<file path="src/hw/rtl/lpd_pkg.sv">
package lpd_pkg;

   localparam int unsigned EnableWidth = 32;

   localparam logic [7:0] StartByteReset = 8'd126;

   localparam logic CsrStartByte     = 1'b0;
   localparam logic CsrChannelEnable = 1'b1;

   localparam logic KindPayload = 1'b0;
   localparam logic KindReport  = 1'b1;

   localparam logic [1:0] StatusOk       = 2'd0;
   localparam logic [1:0] StatusChecksum = 2'd1;
   localparam logic [1:0] StatusUnmapped = 2'd2;
   localparam logic [1:0] StatusTimeout  = 2'd3;

   localparam logic ActionByte    = 1'b0;
   localparam logic ActionTimeout = 1'b1;

   typedef struct packed {
      logic       action;
      logic [7:0] rx_byte;
   } lpd_item_type;

   typedef struct packed {
      logic       kind;
      logic [4:0] channel;
      logic [7:0] payload_byte;
      logic [1:0] status;
   } lpd_result_type;

endpackage

</file>
<file path="src/hw/rtl/link_packet_deframer.sv">
// Byte-link packet deframer.
// req_ channel: one beat per received byte (tuser low) or receive timeout
// (tuser high). Bytes are dropped until the start byte, then a metadata byte,
// a little-endian size, the payload and a little-endian checksum follow.
// rsp_ channel: tuser low carries a payload byte of an enabled channel;
// tuser high is the end-of-packet report with its status (ok, checksum
// mismatch, unmapped channel, timeout).
// csr_ port: index 0 start byte, index 1 channel enable bitmap; write only
// while idle.
// Each beat passes from the input register through the parser into the result register, which drives rsp_.
// Throughput: one beat per cycle while rsp_ does not stall; every byte needs one add and compare in the
// parser between the input register and the result register.
// Reset empties both registers, returns to hunting, sets the start byte to
// 126 and disables all channels.
// When rsp_tready is low the result register holds and the input register
// takes one more beat, then req_tready drops until the result is taken.
module link_packet_deframer #(
   parameter int unsigned CHANNEL_COUNT = 32
) (
   input  logic        clock,
   input  logic        reset,
   input  logic        req_tvalid,
   output logic        req_tready,
   input  logic [7:0]  req_tdata,   // rx_byte
   input  logic        req_tuser,   // action
   output logic        rsp_tvalid,
   input  logic        rsp_tready,
   output logic [15:0] rsp_tdata,   // channel, payload_byte, status, pad
   output logic        rsp_tuser,   // kind
   input  logic        csr_we,
   input  logic        csr_addr,
   input  logic [lpd_pkg::EnableWidth-1:0] csr_wdata
);
   import lpd_pkg::*;

   logic [7:0]               start_byte_ff;
   logic [CHANNEL_COUNT-1:0] chan_en_ff;
   logic [EnableWidth-1:0]   enable_map;

   logic         in_valid_ff;
   lpd_item_type in_item_ff;

   logic           out_ready;
   logic           advance;
   logic           res_valid;
   lpd_result_type res;

   assign enable_map = EnableWidth'(chan_en_ff);
   assign advance    = in_valid_ff && out_ready;
   assign req_tready = !in_valid_ff || advance;

   always_ff @(posedge clock) begin
      if (reset) begin
         start_byte_ff <= StartByteReset;
         chan_en_ff    <= '0;
      end else if (csr_we) begin
         case (csr_addr)
            CsrStartByte:     start_byte_ff <= csr_wdata[7:0];
            CsrChannelEnable: chan_en_ff    <= csr_wdata[CHANNEL_COUNT-1:0];
            default:          ;
         endcase
      end
   end

   always_ff @(posedge clock) begin
      if (reset) begin
         in_valid_ff <= 1'b0;
      end else if (req_tready) begin
         in_valid_ff <= req_tvalid;
      end
   end

   always_ff @(posedge clock) begin
      if (req_tready && req_tvalid) begin
         in_item_ff <= '{action: req_tuser, rx_byte: req_tdata};
      end
   end

   lpd_parser u_parser (
      .clock      (clock),
      .reset      (reset),
      .step       (advance),
      .item       (in_item_ff),
      .start_byte (start_byte_ff),
      .enable_map (enable_map),
      .res_valid  (res_valid),
      .res        (res)
   );

   lpd_out_reg u_out (
      .clock      (clock),
      .reset      (reset),
      .load       (res_valid),
      .res        (res),
      .out_ready  (out_ready),
      .rsp_tvalid (rsp_tvalid),
      .rsp_tready (rsp_tready),
      .rsp_tdata  (rsp_tdata),
      .rsp_tuser  (rsp_tuser)
   );

endmodule

</file>
<file path="src/hw/rtl/lpd_parser.sv">
module lpd_parser (
   input  logic                             clock,
   input  logic                             reset,
   input  logic                             step,
   input  lpd_pkg::lpd_item_type            item,
   input  logic [7:0]                       start_byte,
   input  logic [lpd_pkg::EnableWidth-1:0]  enable_map,
   output logic                             res_valid,
   output lpd_pkg::lpd_result_type          res
);
   import lpd_pkg::*;

   typedef enum logic [2:0] {
      PH_HUNT    = 3'd0,
      PH_META    = 3'd1,
      PH_SIZE_LO = 3'd2,
      PH_SIZE_HI = 3'd3,
      PH_PAYLOAD = 3'd4,
      PH_CHK_LO  = 3'd5,
      PH_CHK_HI  = 3'd6
   } phase_type;

   phase_type   phase_ff, phase_in;
   logic [7:0]  meta_ff, meta_in;
   logic [7:0]  size_lo_ff, size_lo_in;
   logic [15:0] remaining_ff, remaining_in;
   logic [15:0] sum_ff, sum_in;
   logic [7:0]  check_low_ff, check_low_in;

   logic [4:0]  chan;
   logic        chan_on;
   logic [15:0] size_full;
   logic [15:0] got_check;
   logic        is_timeout;
   logic [7:0]  b;

   assign chan       = meta_ff[4:0];
   assign chan_on    = enable_map[chan];
   assign b          = item.rx_byte;
   assign is_timeout = (item.action == ActionTimeout);
   assign size_full  = {b, size_lo_ff};
   assign got_check  = {b, check_low_ff};

   always_comb begin
      phase_in     = phase_ff;
      meta_in      = meta_ff;
      size_lo_in   = size_lo_ff;
      remaining_in = remaining_ff;
      sum_in       = sum_ff;
      check_low_in = check_low_ff;
      res_valid    = 1'b0;
      res          = '{kind: KindReport, channel: chan, payload_byte: 8'd0,
                       status: StatusTimeout};
      case (phase_ff)
         PH_META, PH_SIZE_LO, PH_SIZE_HI, PH_PAYLOAD, PH_CHK_LO, PH_CHK_HI: begin
            if (is_timeout) begin
               res_valid = 1'b1;
               phase_in  = PH_HUNT;
            end else begin
               case (phase_ff)
                  PH_META: begin
                     meta_in  = b;
                     sum_in   = {8'd0, b};
                     phase_in = PH_SIZE_LO;
                  end
                  PH_SIZE_LO: begin
                     size_lo_in = b;
                     sum_in     = sum_ff + {8'd0, b};
                     phase_in   = PH_SIZE_HI;
                  end
                  PH_SIZE_HI: begin
                     sum_in       = sum_ff + {b, 8'd0};
                     remaining_in = size_full;
                     phase_in     = (size_full == 16'd0) ? PH_CHK_LO : PH_PAYLOAD;
                  end
                  PH_PAYLOAD: begin
                     sum_in       = sum_ff + {8'd0, b};
                     remaining_in = remaining_ff - 16'd1;
                     if (remaining_ff == 16'd1) begin
                        phase_in = PH_CHK_LO;
                     end
                     res_valid = chan_on;
                     res = '{kind: KindPayload, channel: chan, payload_byte: b,
                             status: StatusOk};
                  end
                  PH_CHK_LO: begin
                     check_low_in = b;
                     phase_in     = PH_CHK_HI;
                  end
                  default: begin
                     res_valid = 1'b1;
                     if (got_check != ~sum_ff) begin
                        res.status = StatusChecksum;
                     end else if (!chan_on) begin
                        res.status = StatusUnmapped;
                     end else begin
                        res.status = StatusOk;
                     end
                     phase_in = PH_HUNT;
                  end
               endcase
            end
         end
         default: begin
            phase_in = PH_HUNT;
            if (!is_timeout && b == start_byte) begin
               phase_in = PH_META;
               meta_in  = 8'd0;
            end
         end
      endcase
      if (!step) begin
         res_valid = 1'b0;
      end
   end

   always_ff @(posedge clock) begin
      if (reset) begin
         phase_ff <= PH_HUNT;
         meta_ff  <= 8'd0;
      end else if (step) begin
         phase_ff <= phase_in;
         meta_ff  <= meta_in;
      end
   end

   always_ff @(posedge clock) begin
      if (step) begin
         size_lo_ff   <= size_lo_in;
         remaining_ff <= remaining_in;
         sum_ff       <= sum_in;
         check_low_ff <= check_low_in;
      end
   end

endmodule

</file>
<file path="src/hw/rtl/lpd_out_reg.sv">
module lpd_out_reg (
   input  logic                    clock,
   input  logic                    reset,
   input  logic                    load,
   input  lpd_pkg::lpd_result_type res,
   output logic                    out_ready,
   output logic                    rsp_tvalid,
   input  logic                    rsp_tready,
   output logic [15:0]             rsp_tdata,  // channel, payload_byte, status, pad
   output logic                    rsp_tuser   // kind
);
   import lpd_pkg::*;

   logic           valid_ff;
   lpd_result_type data_ff;

   assign out_ready  = !valid_ff || rsp_tready;
   assign rsp_tvalid = valid_ff;
   assign rsp_tuser  = data_ff.kind;
   assign rsp_tdata  = {1'b0, data_ff.status, data_ff.payload_byte, data_ff.channel};

   always_ff @(posedge clock) begin
      if (reset) begin
         valid_ff <= 1'b0;
      end else if (load) begin
         valid_ff <= 1'b1;
      end else if (rsp_tready) begin
         valid_ff <= 1'b0;
      end
   end

   always_ff @(posedge clock) begin
      if (load) begin
         data_ff <= res;
      end
   end

endmodule

</file>
<file path="config.mk">
export PLATFORM = sky130hd
export DESIGN_NAME = link_packet_deframer
export DESIGN_NICKNAME = d
export VERILOG_FILES = /design/src/hw/rtl/lpd_pkg.sv /design/src/hw/rtl/link_packet_deframer.sv /design/src/hw/rtl/lpd_parser.sv /design/src/hw/rtl/lpd_out_reg.sv
export SDC_FILE = /design/constraint.sdc
export NUM_CORES = 1
export LEC_CHECK = 0
export BUFFER_PORTS_ARGS = -buffer_cell sky130_fd_sc_hd__buf_2
export CAP_MARGIN = 5
export CORE_ASPECT_RATIO = 0.9
export CORE_MARGIN = 2
export CORE_UTILIZATION = 60
export CTS_CLUSTER_DIAMETER = 120
export DETAILED_ROUTE_END_ITERATION = 8
export GPL_TIMING_DRIVEN = 0
export MAX_ROUTING_LAYER = met4
export PLACE_DENSITY = 0.85
export SLEW_MARGIN = 20
export SYNTH_ARGS = -nofsm -noshare
export SYNTH_HDL_FRONTEND = slang
export SYNTH_SLANG_ARGS = --single-unit
</file>
<file path="constraint.sdc">
create_clock -name clock -period 4.9 [get_ports clock]
set_input_delay 0.245 -clock clock [delete_from_list [all_inputs] [get_ports clock]]
set_output_delay 0.245 -clock clock [all_outputs]
set_load 0.05 [all_outputs]
</file>
==> results.yml <==
outcome:
  status: "complete, no violations"
synthesis:
  synth_area_leaders: "edfxtp_1, dfxtp_1, nand2_1, xor2_1, a21oi_1"
  yosysTopAreaCellShare_pct: 36.0
  synth_area_per_cell_um2: 10.2
  yosys_warnings: 0
  yosysTopAreaCell: "edfxtp_1"
  synth-edff-count: 73
  ys_seq_elements: 123
  ys_types: 52
  syn_inst: 598
  async_reset_ff_share_pct: 0
  synth_flop_cell: "edfxtp_1"
  syn_area_um2: 6090
  ys_seq_area_share_pct: 52.4
  syn_nets: 664
die:
  design.portCount: 66
  die_x_um: 110
  die-area_um2: 11000
  core_area_um2: 9780
  start_util_pct: 62.3
  die_h_um: 99.6
  row_count: 34
cells_and_area:
  nets: 755
  layout-drive-gt1-share_pct: 15.4
  diodes: 0
  final_common_cell: "nand2_1"
  layoutNonFillerInstCount: 828
  final_core_util_pct: 73.9
  area_delta_synth_final_pct: 18.7
  fin_area_um2: 7230
  most-common-layout-cells: "nand2_1, edfxtp_1, buf_2, dfxtp_1, a21oi_1"
placed_design:
  dpl.hpwl_um: 10400
  dp.cells: 789
  place_area_um2: 6600
  gp_congestion: 0.944
  pre_cts_slack_ps: 2270
  io_buffer_count: 64
power:
  totalPowerFinal_mw: 2.51
  intPower_mw: 1.88
  switching_share_pct: 25.0
  combinationalPowerShare_pct: 7.1
  switching_power_mw: 0.627
  clock_power_share_pct: 46.9
  ir_drop_mv: 0.312
  power_frac_seq_pct: 46.0
  power.leakage_nw: 2.73
  pwr_density_cell_nw_per_um2: 347
clock_tree:
  ctsLongestPathBuffers: 2
  cts.repair.resized: 0
  h-tree-depth: 4
  cts-root-buf: "clkbuf_16"
  tritoncts: "done"
  cts_buffers: 17
  post_cts_buffers: 0
  clock_sinks: 123
  clkTransAtPathRegs_ps: 60
  clkLatencyLatePin_ps: 410
setup_path:
  worst_r2r_endpoint: "u_parser.sum_ff[7]$_DFFE_PP_"
  worst_ep_required_time_ps: 5060
  worstReg2RegStart: "in_item_ff[1]$_DFFE_PP_"
  max_stage_delay_ps: 620
  ff2ff_path_depth: 7
  path_max_fanout: 11
  worst_path_max_delay_cell: "edfxtp_1"
  arrival_ps: 2870
  crit_path_end_kind: "flop"
  critPathKind: "flop to flop"
  crit_path_start_kind: "flop"
  cp_cell_sequence: "ha_1 > a211oi_1 > o21ai_0 > a21oi_1 > o21ai_0 > xor2_1 > a22o_1"
  reg2reg_slack_ps: 2190
  crit_top_cell: "o21ai_0"
grt:
  grt_pass1_vias: 4946
  gr-usage-all-layers_pct: 29.8
  antenna_found_initial: 0
  overflow: 0
  grt_max_degree: 17
  grt_pass1_wl_um: 24200
route:
  routed_via_density: 6.06
  drc: 0
  first_pass_iters: 5
  antenna_left: 0
  drt_iter0_drc: 426
  num_vias: 5020
  post_drt_wl_per_cell_um: 18.1
  routed_wl_um: 15000
timing:
  fin_crit_ps: 2710
  setup-violations-final: 0
  slew_violations: 0
  fin_hold_ws_ps: 16.9
  hold_viol_final: 0
  worst_pin_slew_ps: 862
  fin_skew_ps: 10.8
  rsz0062_at_grt: "no"
  fin_ws_ps: 2190
  setup_tns_ps: 0
  max_slew_margin_pct: 42.4
  fin_crit_sh_pct: 55.2
  fmax_mhz: 369
min_path:
  hp-start: "req_tdata[1]"
  holdCritPathClass: "input pin to flop"
  hold_path_depth: 1
  min_to: "in_item_ff[1]$_DFFE_PP_"
run:
  drv_cap: 0
==> final cells by class <==
cell class                      instances  area (um2)
Multi-Input combinational cell        439        2770
Clock inverter                         13         106
Inverter                               10        37.5
Tap cell                              126         158
Clock buffer                           19         454
Fill cell                             639        2550
Sequential cell                       123        3190
Buffer                                 26         113
Timing Repair Buffer                   72         398
==> power by group through the flow <==
| stage | logic (mW) | clock network [mW] | registers, mW |
|---|---|---|---|
| after global placement | 0.160 | 0 | 1.17 |
| after CTS | 0.175 | 1.18 | 1.15 |
| after detailed placement | 0.168 | 0 | 1.17 |
| after floorplan | 0.117 | 0 | 1.16 |
| after global routing | 0.199 | 1.23 | 1.16 |
| final | 0.179 | 1.18 | 1.15 |
==> routing by layer <==
metal	part of all wire [%]	track usage [%]	vias to the layer above
li1	-	-	2327
met2	48	46.0	277
met1	41	39.7	2388
met3	9.3	6.03	28
met4	1.5	9.13	0
met5	0	-	-
==> cell families after synthesis <==
kind of cell	Yosys count	synth area share [%]
mux	20	5.18
buf+inv	36	2.47
xor+xnor	48	6.90
flops	123	52.4
fa+ha+maj	19	4.15
other cells	1	0.0616
simple gates	227	17.0
compound gates	124	11.8
==> sequential cells by signal, indices dropped and copies added (netlist names) <==
| signal | cells |
|---|---|
| u_parser.remaining_ff | 16 |
| in_valid_ff | 1 |
| u_parser.check_low_ff | 8 |
| u_parser.meta_ff | 5 |
| u_parser.sum_ff | 16 |
| start_byte_ff | 8 |
| u_out.rsp_tvalid | 1 |
| chan_en_ff | 32 |
| in_item_ff | 9 |
| u_parser.size_lo_ff | 8 |
| u_out.rsp_tdata | 15 |
| u_parser.phase_ff | 3 |
| u_out.rsp_tuser | 1 |
==> synth_stat cells (2+ instances only) <==
cell type  count
nand2_1      119
edfxtp_1      73
dfxtp_1       50
a21oi_1       47
o21ai_0       41
xor2_1        30
nor2_1        29
clkbuf_1      20
xnor2_1       18
ha_1          17
nand3_1       14
mux2i_1       12
and2_1        11
nor2b_1       11
nor4_1        11
inv_1         10
mux4_1         7
nand4_1        7
nor3_1         7
a21o_1         6
o22ai_1        6
and3_1         5
a211oi_1       4
a22o_1         3
nand2b_1       3
nand3b_1       3
o211ai_1       3
a221oi_1       2
a31oi_1        2
clkbuf_2       2
fa_1           2
o21a_1         2
or3_1          2
==> worst max-delay path: cells and delay by family, from the launching register on <==
kind                       cells  cell delay (ps)
AOI/OAI and AO/OA              5             1220
xor gates and xnor gates       1              210
adders and majority gates      1              400
DFF                            1              620
==> worst max-delay path by stage <==
stage,slack [ps],endpoint,cells past startpoint,start
after global routing,2030,u_parser.sum_ff[14]$_DFFE_PP_,9,in_item_ff[0]$_DFFE_PP_
final,2190,u_parser.sum_ff[7]$_DFFE_PP_,7,in_item_ff[1]$_DFFE_PP_
after CTS,2250,u_out.rsp_tdata[4]$_DFFE_PP_,7,u_parser.meta_ff[2]$_SDFFE_PP0P_
after floorplan,1950,u_out.rsp_tdata[0]$_DFFE_PP_,5,u_out.rsp_tvalid$_SDFFE_PP0P_
after global placement,1490,u_out.rsp_tdata[0]$_DFFE_PP_,7,u_parser.meta_ff[2]$_SDFFE_PP0P_
after detailed placement,2270,u_parser.sum_ff[7]$_DFFE_PP_,7,in_item_ff[1]$_DFFE_PP_
==> what timing repair did <==
action	in CTS	in global routing
hold buffers	6	1
setup endpoints to repair	0	0
endpoints found under the hold margin	6	1
No activity file was read; power rests on OpenSTA's default activity.
